$ cat src/hdl/puvm_pkg.sv
// ----------------------------------------------------------------------------
// Planar UV mapper package
// Sizes, register codes, shared types and state encodings.
// ----------------------------------------------------------------------------
package puvm_pkg;

	// Table capacity, a power of two from 16 upwards.
	localparam int TABLE_DEPTH = 1024;
	localparam int NUM_CELLS   = (TABLE_DEPTH >= 64) ? 32 : 8;
	localparam int ROWS        = TABLE_DEPTH / NUM_CELLS;
	localparam int CELL_W      = $clog2(NUM_CELLS);
	localparam int ROW_W       = $clog2(ROWS);
	localparam int CNT_W       = $clog2(TABLE_DEPTH + 1);
	localparam int RCNT_W      = CNT_W - CELL_W;
	localparam int UV_INDEX_W  = 10;
	localparam int IDX_EXT_W   = (CNT_W > UV_INDEX_W) ? CNT_W : UV_INDEX_W;

	localparam int COORD_W = 32;
	localparam int TEX_W   = 16;
	localparam int KEY_W   = 2 * TEX_W;
	localparam int CFG_W   = 32;
	localparam int CFG_A_W = 3;

	// Divider geometry: quotient bits kept before saturation.
	localparam int Q_W    = 18;
	localparam int DIFF_W = COORD_W + 1;
	localparam int S95_W  = 23;
	localparam int MAG_W  = DIFF_W + S95_W;
	localparam int DEN_W  = 39;
	localparam int DSH_W  = DEN_W + Q_W;
	localparam int BASE_W = 17;
	localparam int SUM_W  = 20;
	localparam int CNTD_W = 5;

	// Reciprocal of five for a 13-bit operand, shift 18.
	localparam logic [15:0] RECIP5   = 16'd52429;
	localparam int          RECIP5_S = 18;

	typedef enum logic [CFG_A_W-1:0] {
		REG_U_MIN    = 3'd0,
		REG_U_MAX    = 3'd1,
		REG_V_MIN    = 3'd2,
		REG_V_MAX    = 3'd3,
		REG_U_ORIGIN = 3'd4,
		REG_U_SIZE   = 3'd5,
		REG_V_ORIGIN = 3'd6,
		REG_V_SIZE   = 3'd7
	} reg_idx_t;

	localparam logic [1:0] PLANE_XY  = 2'd0;
	localparam logic [1:0] PLANE_XZ  = 2'd1;
	localparam logic [1:0] PLANE_YZ  = 2'd2;
	localparam logic [1:0] PLANE_BAD = 2'd3;

	typedef enum logic [2:0] {
		A_IDLE, A_MUL, A_CHK, A_DIV, A_FIN
	} axis_state_t;

	typedef enum logic [1:0] {
		T_IDLE, T_MAP, T_SEARCH
	} top_state_t;

	typedef struct packed {
		logic              en;
		logic [ROW_W-1:0]  row;
		logic [CELL_W-1:0] col;
		logic [KEY_W-1:0]  data;
	} wr_t;

	typedef struct packed {
		logic              found;
		logic [CELL_W-1:0] col;
	} chain_t;

endpackage

$ cat src/hdl/puvm_cell.sv
// ----------------------------------------------------------------------------
// Planar UV mapper table cell
// Holds one column of the pair table and extends the first-match chain.
// ----------------------------------------------------------------------------
module puvm_cell (
	input  logic                         clk,
	input  logic [puvm_pkg::CELL_W-1:0]  cell_id,
	input  logic [puvm_pkg::ROW_W-1:0]   rd_row,
	input  logic [puvm_pkg::KEY_W-1:0]   key,
	input  logic [puvm_pkg::CELL_W:0]    col_lim,
	input  puvm_pkg::wr_t                wr,
	input  puvm_pkg::chain_t             chain_in,
	output puvm_pkg::chain_t             chain_out
);
	import puvm_pkg::*;

	logic [KEY_W-1:0] mem [ROWS];
	logic [KEY_W-1:0] rd_q;
	logic             match;

	always_ff @(posedge clk) begin
		if (wr.en && wr.col == cell_id) mem[wr.row] <= wr.data;
		rd_q <= mem[rd_row];
	end

	// only entries below the fill count take part
	assign match = (rd_q == key) && ({1'b0, cell_id} < col_lim);

	assign chain_out.found = chain_in.found | match;
	assign chain_out.col   = chain_in.found ? chain_in.col : cell_id;

endmodule

$ cat config.mk
export PLATFORM = sky130hd
export DESIGN_NAME = puvm_cell
export DESIGN_NICKNAME = d
export VERILOG_FILES = /design/src/hdl/puvm_pkg.sv /design/src/hdl/puvm_cell.sv
export SDC_FILE = /design/constraint.sdc
export NUM_CORES = 1
export LEC_CHECK = 0
export BUFFER_PORTS_ARGS = -buffer_cell sky130_fd_sc_hd__buf_2
export CAP_MARGIN = 20
export CORE_UTILIZATION = 35
export DETAILED_ROUTE_END_ITERATION = 12
export MAX_ROUTING_LAYER = met4
export PLACE_DENSITY = 0.63
export REMOVE_ABC_BUFFERS = 1
export SYNTH_ARGS = -nofsm -noshare
export SYNTH_HDL_FRONTEND = slang
export SYNTH_SLANG_ARGS = --single-unit
$ cat constraint.sdc
create_clock -name clk -period 3.47 [get_ports clk]
set_input_delay 0.5205 -clock clk [delete_from_list [all_inputs] [get_ports clk]]
set_output_delay 0.5205 -clock clk [all_outputs]
set_load 0.1 [all_outputs]
==> out/qor.csv <==
metric,value,unit
cts_max_level,3,
hpwl,58570,µm
rows,124,
grt_usage,0.1797,
cts_made_buffers,104,
worstPathMaxFanout,1,
die_area,116900,µm²
fmax,0.3035,GHz
cts_resized,0,
r2r_slack,1.67,ns
crit_type,reg2out,
p_clk_frac,0.433,
syn_area_per_cell,22.65,µm²
rr_worst_depth,4,
synth.distinct_cells,32,
powerDensity,572.7,nW/µm²
clock-skew-final,0.01965,ns
slew_viol_final,0,
nNetsFinal,2102,
power.leakage,0.01484,µW
ant_nets,0,
setup_viol,0,
hold_path.class,in2reg,
die_w,341.9,µm
end_kind,output port,
final_cell_mix,"1024 x edfxtp_1, 247 x mux4_2, 107 x clkbuf_16",
start_util,0.3535,
drv_cap,0,
finalCritPeriodShare,0.9494,
gp_congestion,0.7796,
area_growth,16.77,%
holdPathStages,2,
grt_max_degree,65,
rsz0062_at_grt,false,
vias,19280,
coreArea,114300,µm²
min_to,rd_q[31]$_DFF_P_,
hold_violations,0,
wirelength,102000,µm
dr.pass1.iters,5,
synth-seq-cells,1056,
drive_gt1_frac,0.3434,
worstPathRequired,2.95,ns
tritoncts,built,
synth-seq-area-share,0.7765,
yosys_warnings,0,
p_comb_frac,0.047,
cts-root-buf,clkbuf_16,
portBuffers,103,
critPathMaxStageDelay,0.69,ns
grt_pass1_wl,145500,µm
cp-start-kind,flip-flop,
switching_power,5466,µW
post_cts_buffers,0,
drc_errors,0,
viasPerCell,5.354,
grt_pass1_vias,19980,
timing.slew.headroom,0.2365,
cp_cell_sequence,"xor2_1, nor4_1, o211ai_1, o31ai_1, buf_4, buf_12",
status,"complete, no violations",
path_clk_slew,0.06,ns
period_needed,3.294,ns
power,27030,µW
drt-initial-drc-count,1947,
async_flop_share,0,
cp.arrival,2.77,ns
io_pins,104,
antenna_found_initial,6,
yosys_most_used_dff,edfxtp_1,
pwr-share-seq,0.520,
grt.overflow.total,0,
clock_path_buffers,3,
clk_latency,0.65,ns
wire_per_inst,28.31,µm
internal-power,21570,µW
syn-cell-area,40430,µm²
synth_edf_count,1024,
die_y,341.9,µm
cts_sinks,1056,
worstHoldStart,rd_row[4],
final_common_cell,edfxtp_1,
peakVddDrop,456.4,µV
whs,0.3377,ns
slowest_stage,nor4_1,
cts_hold_buf,0,
worst_slew_pin_slew,1.145,ns
r2r_end,rd_q[4]$_DFF_P_,
netlist_instances,1785,
tns,0,ns
r2r-start,mem[3][4]$_DFFE_PP_,
switching_share,0.2022,
-- state kept, by name, summed over array words and instances, names as in the netlist --
signal and cells:
rd_q 32, mem 1024
-- critical path, delay by kind of cell (launching register included) --
family | cells | cell delay [ns]
AOI/OAI and AO/OA | 2 | 0.51
xor gates and xnor gates | 1 | 0.17
buffers and inverters | 2 | 0.42
DFF | 1 | 0.32
and+or+nand+nor | 1 | 0.69
-- worst max path at each step --
stage | to | startpoint | slack (ns)
floorplan | chain_out[5] | col_lim[3] | -0.49
global placement | chain_out[5] | col_lim[3] | 0.44
detailed placement | chain_out[5] | col_lim[3] | 0.43
CTS | chain_out[5] | rd_q[17]$_DFF_P_ | 0.15
global route | chain_out[5] | rd_q[17]$_DFF_P_ | 0.04
finish | chain_out[5] | rd_q[17]$_DFF_P_ | 0.18
-- cell usage after synthesis, drive strengths merged, types with 5 or more instances --
library cell     n  area (µm²)
nor2            34       130.1
a21oi           34       170.2
mux4           256        5799
inv              5       18.77
edfxtp        1024       30750
nand4b           5       43.79
buf             62       444.2
nor4             9       62.56
xor2            36       315.3
nand4            5       31.28
nand2           97       364.1
clkbuf          35       132.6
a41oi           32       280.3
a221o           32       320.3
mux2            69       777.0
dfxtp           32       640.6
-- stage by stage --
step	instances	instance area (µm²)	setup WS (ns)	utilization
floorplan	1688	39850	-0.4873	-
global placement	3406	43610	0.4431	0.3814
detailed placement	3406	43610	0.4332	0.3814
CTS	3597	47190	0.1548	0.4127
global route	3600	47200	0.03761	0.4128
finish	3601	47200	0.1756	0.4128
-- cell families after synthesis --
kind of cell               after synthesis  synth area share
DFF                                   1056            0.7765
muxes                                  325            0.1627
and+or+nand+nor                        159           0.01702
AOI/OAI and AO/OA                      102           0.01981
buffers and inverters                  102           0.01473
xor gates and xnor gates                37          0.008016
adders and majority gates                4          0.001238
-- per-layer routing --
metal  wire [µm]  vias to the layer above  GRT usage
met4        2165                        0    0.04185
met3        6088                      137    0.02724
li1            -                     7988          -
met1       41930                    10500     0.2345
met2       51780                      651     0.2965
met5           0                        -          -
-- power by group through the flow --
stage | Combinational [µW] | Clock [µW] | Sequential [µW]
finish | 1280 | 11700 | 14100
global route | 1370 | 12300 | 14100
CTS | 1300 | 11900 | 14100
detailed placement | 1300 | 0 | 14300
global placement | 1270 | 0 | 14300
floorplan | 564 | 0 | 14300
-- cell type report --
class | instances | area, µm²
Antenna cell | 4 | 10.01
Clock inverter | 49 | 641.9
Multi-Input combinational cell | 627 | 8692
Sequential cell | 1056 | 31390
Inverter | 5 | 18.77
Timing Repair Buffer | 206 | 1619
Clock buffer | 142 | 2939
Fill cell | 9691 | 67140
Tap cell | 1512 | 1892
Note: power is estimated with default switching activity, not from simulation.
