[src/hdl/puvm_pkg.sv]
// ----------------------------------------------------------------------------
// Planar UV mapper package
// Sizes, register codes, shared types and state encodings.
// ----------------------------------------------------------------------------
package puvm_pkg;

	// Table capacity, a power of two from 16 upwards.
	localparam int TABLE_DEPTH = 1024;
	localparam int NUM_CELLS   = (TABLE_DEPTH >= 64) ? 32 : 8;
	localparam int ROWS        = TABLE_DEPTH / NUM_CELLS;
	localparam int CELL_W      = $clog2(NUM_CELLS);
	localparam int ROW_W       = $clog2(ROWS);
	localparam int CNT_W       = $clog2(TABLE_DEPTH + 1);
	localparam int RCNT_W      = CNT_W - CELL_W;
	localparam int UV_INDEX_W  = 10;
	localparam int IDX_EXT_W   = (CNT_W > UV_INDEX_W) ? CNT_W : UV_INDEX_W;

	localparam int COORD_W = 32;
	localparam int TEX_W   = 16;
	localparam int KEY_W   = 2 * TEX_W;
	localparam int CFG_W   = 32;
	localparam int CFG_A_W = 3;

	// Divider geometry: quotient bits kept before saturation.
	localparam int Q_W    = 18;
	localparam int DIFF_W = COORD_W + 1;
	localparam int S95_W  = 23;
	localparam int MAG_W  = DIFF_W + S95_W;
	localparam int DEN_W  = 39;
	localparam int DSH_W  = DEN_W + Q_W;
	localparam int BASE_W = 17;
	localparam int SUM_W  = 20;
	localparam int CNTD_W = 5;

	// Reciprocal of five for a 13-bit operand, shift 18.
	localparam logic [15:0] RECIP5   = 16'd52429;
	localparam int          RECIP5_S = 18;

	typedef enum logic [CFG_A_W-1:0] {
		REG_U_MIN    = 3'd0,
		REG_U_MAX    = 3'd1,
		REG_V_MIN    = 3'd2,
		REG_V_MAX    = 3'd3,
		REG_U_ORIGIN = 3'd4,
		REG_U_SIZE   = 3'd5,
		REG_V_ORIGIN = 3'd6,
		REG_V_SIZE   = 3'd7
	} reg_idx_t;

	localparam logic [1:0] PLANE_XY  = 2'd0;
	localparam logic [1:0] PLANE_XZ  = 2'd1;
	localparam logic [1:0] PLANE_YZ  = 2'd2;
	localparam logic [1:0] PLANE_BAD = 2'd3;

	typedef enum logic [2:0] {
		A_IDLE, A_MUL, A_CHK, A_DIV, A_FIN
	} axis_state_t;

	typedef enum logic [1:0] {
		T_IDLE, T_MAP, T_SEARCH
	} top_state_t;

	typedef struct packed {
		logic              en;
		logic [ROW_W-1:0]  row;
		logic [CELL_W-1:0] col;
		logic [KEY_W-1:0]  data;
	} wr_t;

	typedef struct packed {
		logic              found;
		logic [CELL_W-1:0] col;
	} chain_t;

endpackage

[src/hdl/puvm_axis.sv]
// ----------------------------------------------------------------------------
// Planar UV mapper axis unit
// Maps one coordinate onto the atlas region with a bit-serial floor divide.
// ----------------------------------------------------------------------------
module puvm_axis (
	input  logic                          clk,
	input  logic                          arst_n,
	input  logic                          start,
	input  logic signed [puvm_pkg::COORD_W-1:0] coord,
	input  logic signed [puvm_pkg::COORD_W-1:0] lo,
	input  logic signed [puvm_pkg::COORD_W-1:0] hi,
	input  logic        [puvm_pkg::TEX_W-1:0]   origin,
	input  logic        [puvm_pkg::TEX_W-1:0]   size,
	output logic                          done,
	output logic        [puvm_pkg::TEX_W-1:0]   tex
);
	import puvm_pkg::*;

	axis_state_t state_q, state_d;

	logic signed [DIFF_W-1:0] diff, span;
	logic [DIFF_W-1:0]  absd_q;
	logic [COORD_W-1:0] span_q;
	logic               span_ok_q, neg_q, ovf_q;
	logic [S95_W-1:0]   s95_q;
	logic [BASE_W-1:0]  base_q;
	logic [MAG_W-1:0]   mag_q;
	logic [DEN_W-1:0]   den_q;
	logic [MAG_W-1:0]   rem_q;
	logic [DSH_W-1:0]   dsh_q;
	logic [Q_W-1:0]     quo_q;
	logic [CNTD_W-1:0]  cnt_q;
	logic [TEX_W-1:0]   tex_q;
	logic               done_q;
	logic [28:0]        s8_prod;
	logic [DEN_W-1:0]   den;
	logic               rem_ge;
	logic signed [SUM_W-1:0] qs, sum;

	assign diff = DIFF_W'(coord) - DIFF_W'(lo);
	assign span = DIFF_W'(hi) - DIFF_W'(lo);
	assign s8_prod = {3'b0, size[TEX_W-1:3]} * {13'b0, RECIP5};
	assign den = (DEN_W'(span_q) << 6) + (DEN_W'(span_q) << 5) + (DEN_W'(span_q) << 2);
	assign rem_ge = {1'b0, rem_q} >= dsh_q;

	assign qs = neg_q ? (-SUM_W'(quo_q) - SUM_W'(rem_q != '0)) : SUM_W'(quo_q);
	assign sum = SUM_W'(base_q) + qs;

	always_ff @(posedge clk or negedge arst_n) begin
		if (!arst_n) begin
			state_q <= A_IDLE;
			done_q  <= 1'b0;
		end else begin
			state_q <= state_d;
			done_q  <= (state_q == A_FIN);
		end
	end

	always_comb begin
		state_d = state_q;
		unique case (state_q)
			A_IDLE: if (start) state_d = A_MUL;
			A_MUL:  state_d = span_ok_q ? A_CHK : A_FIN;
			A_CHK:  state_d = ({1'b0, mag_q} >= {den_q, Q_W'(0)}) ? A_FIN : A_DIV;
			A_DIV:  if (cnt_q == '0) state_d = A_FIN;
			A_FIN:  state_d = A_IDLE;
			default: state_d = A_IDLE;
		endcase
	end

	always_ff @(posedge clk) begin
		unique case (state_q)
			A_IDLE: if (start) begin
				absd_q    <= diff[DIFF_W-1] ? DIFF_W'(-diff) : DIFF_W'(diff);
				neg_q     <= diff[DIFF_W-1];
				span_ok_q <= !span[DIFF_W-1] && (span != '0);
				span_q    <= span[COORD_W-1:0];
				s95_q     <= (S95_W'(size) << 6) + (S95_W'(size) << 5) - S95_W'(size);
				base_q    <= BASE_W'(origin) + BASE_W'(s8_prod >> RECIP5_S);
				ovf_q     <= 1'b0;
				quo_q     <= '0;
				rem_q     <= '0;
			end
			A_MUL: begin
				mag_q <= MAG_W'(absd_q) * MAG_W'(s95_q);
				den_q <= den;
			end
			A_CHK: begin
				ovf_q <= {1'b0, mag_q} >= {den_q, Q_W'(0)};
				rem_q <= mag_q;
				dsh_q <= DSH_W'({den_q, (Q_W-1)'(0)});
				cnt_q <= CNTD_W'(Q_W - 1);
			end
			A_DIV: begin
				// one quotient bit a cycle, most significant first
				if (rem_ge) rem_q <= rem_q - MAG_W'(dsh_q);
				quo_q <= {quo_q[Q_W-2:0], rem_ge};
				dsh_q <= dsh_q >> 1;
				cnt_q <= cnt_q - 1'b1;
			end
			A_FIN: begin
				if (ovf_q)                   tex_q <= neg_q ? '0 : '1;
				else if (sum[SUM_W-1])       tex_q <= '0;
				else if (sum > SUM_W'(16'hFFFF)) tex_q <= '1;
				else                         tex_q <= sum[TEX_W-1:0];
			end
			default: ;
		endcase
	end

	assign done = done_q;
	assign tex  = tex_q;

endmodule

[config.mk]
export PLATFORM = sky130hd
export DESIGN_NAME = puvm_axis
export DESIGN_NICKNAME = d
export VERILOG_FILES = /design/src/hdl/puvm_pkg.sv /design/src/hdl/puvm_axis.sv
export SDC_FILE = /design/constraint.sdc
export NUM_CORES = 2
export LEC_CHECK = 0
export ABC_AREA = 1
export BUFFER_PORTS_ARGS = -buffer_cell sky130_fd_sc_hd__buf_4
export CAP_MARGIN = 30
export CORE_ASPECT_RATIO = 1.4
export CORE_UTILIZATION = 50
export CTS_CLUSTER_SIZE = 40
export DETAILED_ROUTE_END_ITERATION = 6
export PLACE_DENSITY = 0.66
export SKIP_LAST_GASP = 1
export SLEW_MARGIN = 20
export SYNTH_ARGS = -nofsm -noshare
export SYNTH_HDL_FRONTEND = slang
export SYNTH_SLANG_ARGS = --single-unit
export TNS_END_PERCENT = 1
[constraint.sdc]
create_clock -name clk -period 9.5 [get_ports clk]
set_input_delay 0.475 -clock clk [delete_from_list [all_inputs] [get_ports clk]]
set_output_delay 0.475 -clock clk [all_outputs]
set_load 0.02 [all_outputs]
==> impl_results.md <==
- Yosys warnings: 0
- Layout cell share with drive strength beyond 1: under 10%
- Final hold violation count: 0
- Final net count: 8556
- CP Buf/Inv Count: 6
- DRC: 0
- Min-Delay Path Class: in2reg
- CP max stage delay: 1060 ps
- Worst path required time: 9820 ps
- Top-Level Pins: around 150
- Syn Nets: 8469
- F_max: 125 MHz
- Worst path slowest cell: edfxtp_1
- Area of the multi-input gates: 38700 µm²
- Register area: approximately 11000 µm²
- Number of synthesized flops with an enable pin: roughly 350
- Initial antenna violation count: 1
- WL final: 170 mm
- Startpoint types: register
- RSZ-0062 raised after global routing: false
- Final slew viol count: 0
- Mean routed wirelength per cell: approximately 20 µm
- CTS tree: yes
- First-pass GRT wire length: 266 mm
- Largest net degree at the start of global routing: 88
- Die ar.: ~110000 µm²
- Num Clock Sinks: roughly 360
- H-tree depth: 2
- Netlist cell types: 59
- Global route total overflow: 0
- Critical path class: reg2reg
- FF+latch count, synth: around 360
- Post-synth ARST share: under 10%
- DR iter-0 viols: ~3100
- Final setup violation count: 0
- Vias in the first global route: 48700
- Final period utilization: about 84%
- Crit path max fanout: 17
- Initial Utilization: about 50%
- Clock skew: 50.5 ps
- Syn avg cell area: 7.95 µm²
- Final GP Congestion: 0.974
- Clock buffer count from CTS: about 40
- Crit path time final: 8000 ps
- Gr usage total: between 30% and 40%
- Num rows: between 100 and 150
- Mapped Cells: ~7000
- Seq/Total Area, Yosys: 19.0%
- Port Buffers: 147
- Clock root cell: clkbuf_16
- Most common cell after layout, fill and taps aside: nand2_1
- Die Y-Extent: about 400 µm
- Top delay family on crit path: adder cells
- Number of gates resized after CTS: 0
- Skew-Pair Late Insertion Delay: 630 ps
- Fill cells: between 10000 and 15000
- Most used flip-flop cell after synthesis: edfxtp_1
- Synth Cell Area: 56200 µm²
- Crit path DAT: between 8000 and 9000 ps
- Area delta synth->final: 7.68%
- Core Region: around 110000 µm²
- Hpwl dp: 141 mm
- Setup total negative slack: 0 ps
- Vias: ~47000
- Routed Antenna Nets: 0
- Worst setup EP type: register
- CP cell instances: buf_4, nand2_1, fa_1, inv_1, fa_1, fa_1, fa_1, fa_1, fa_1, inv_1, fa_1, inv_1, ha_1, a21oi_1, inv_1, a31oi_1, inv_1, a21oi_1, o21ai_0, a21oi_1, o21ai_0, a21oi_1, xnor2_1
- Worst rel slew slack: approximately 29%
- First-pass iteration count of the detailed router: 6
- Clock-pin slew on the worst setup and hold paths: 80 ps
- Width of the die: 285 µm
- Worst-margin pin slew: around 1100 ps
- Crit path top cell by count: fa_1
- Max-cap violations: 0
- Longest Clk Path Bufs: 3
- Most frequent cells in the layout: nand2_1, inv_1, fa_1
- Run status: completed
- Routed vias/inst: ~5.4
-- cell families after synthesis --
kind of cell / Yosys count / share of synthesized area [%]
AO/OA/AOI/OAI: 865 / 8.58
XOR/XNOR: 223 / 3.48
adder cells (fa/ha/maj): 1272 / 38.2
buffers and inverters: 1826 / 12.3
flip-flops: 356 / 19.0
AND/OR/NAND/NOR: 2524 / 18.5
-- cell usage after synthesis, types with 65 or more instances --
cell type | number | area [µm²]
clkbuf_1 | 185 | 694
a31oi_1 | 68 | 425
o21ai_0 | 289 | 1450
nor2_1 | 392 | 1470
a21oi_1 | 358 | 1790
inv_1 | 1617 | 6070
fa_1 | 741 | 14800
nand3_1 | 155 | 776
nand2_1 | 1721 | 6460
xor2_1 | 140 | 1230
nand4_1 | 65 | 407
ha_1 | 531 | 6640
xnor2_1 | 83 | 727
edfxtp_1 | 352 | 10600
-- sequential cells by signal, summed over array words and instances, names as in the netlist --
| name | cells |
|---|---|
| absd_q | 33 |
| rem_q | 56 |
| cnt_q | 5 |
| base_q | 17 |
| s95_q | 23 |
| tex | 16 |
| span_q | 32 |
| neg_q | 1 |
| mag_q | 56 |
| quo_q | 18 |
| span_ok_q | 1 |
| state_q | 3 |
| den_q | 37 |
| done | 1 |
| dsh_q | 56 |
| ovf_q | 1 |
-- worst reg2reg max path, cell delays in order, from the launching register on --
cell	delay, ps
edfxtp_1	1060
buf_4	360
nand2_1	110
fa_1	610
inv_1	60
fa_1	530
fa_1	520
fa_1	560
fa_1	520
fa_1	540
inv_1	50
fa_1	520
inv_1	40
ha_1	390
a21oi_1	220
inv_1	90
a31oi_1	140
inv_1	60
a21oi_1	250
o21ai_0	140
a21oi_1	300
o21ai_0	260
a21oi_1	240
xnor2_1	120
-- final cells by class --
cell class	instances	area share, %
Sequential cell	356	17.6
Clock buffer	50	1.75
Timing Repair Buffer	239	3.06
Multi-Input combinational cell	4884	63.9
Clock inverter	25	0.476
Inverter	1631	10.1
Tap cell	1470	3.04
Antenna cell	1	0.00414
-- what timing repair did --
item / CTS / global route
buffers inserted: 0 / 0
endpoints found under the hold margin: 4 / 0
hold buffers: 1 / 0
-- path summary, 6_finish.rpt --
check | startpoint | end | slack, ps | cells past startpoint
max | s95_q[16] | mag_q[40] | 1500 | 23
min | size[0] | s95_q[0] | 60 | 1
max reg2reg | s95_q[16] | mag_q[40] | 1500 | 23
min reg2reg | mag_q[18] | rem_q[18] | 540 | 1
max in group asynchronous | arst_n | done | 9170 | 2
min in group asynchronous | arst_n | state_q[0] | 200 | 2
-- stage by stage --
| stage | instance area [µm²] | std cells | setup WS (ps) | utilization [%] | hold slack [ps] |
|---|---|---|---|---|---|
| after floorplan | 56200 | 7066 | 1930 | - | 179 |
| after global placement | 59100 | 8574 | 1600 | 52.9 | 282 |
| after detailed placement | 59100 | 8577 | 1670 | 53.0 | 283 |
| after CTS | 60500 | 8653 | 1600 | 54.2 | 33.9 |
| after global routing | 60500 | 8656 | 1330 | 54.2 | 49.6 |
| final | 60500 | 8656 | 1500 | 54.2 | 60.5 |
-- routing by layer --
layer	vias to the layer above	global-route usage, %	part of all wire [%]
met5	-	0	0
met4	0	17.2	6.5
met1	22500	34.3	37
li1	22000	-	-
met2	1600	54.4	50
met3	486	4.60	6.3
Power is left out: the tool's default activity adds up to more than one toggle a clock period on the data nets, which glitch-free logic cannot reach.
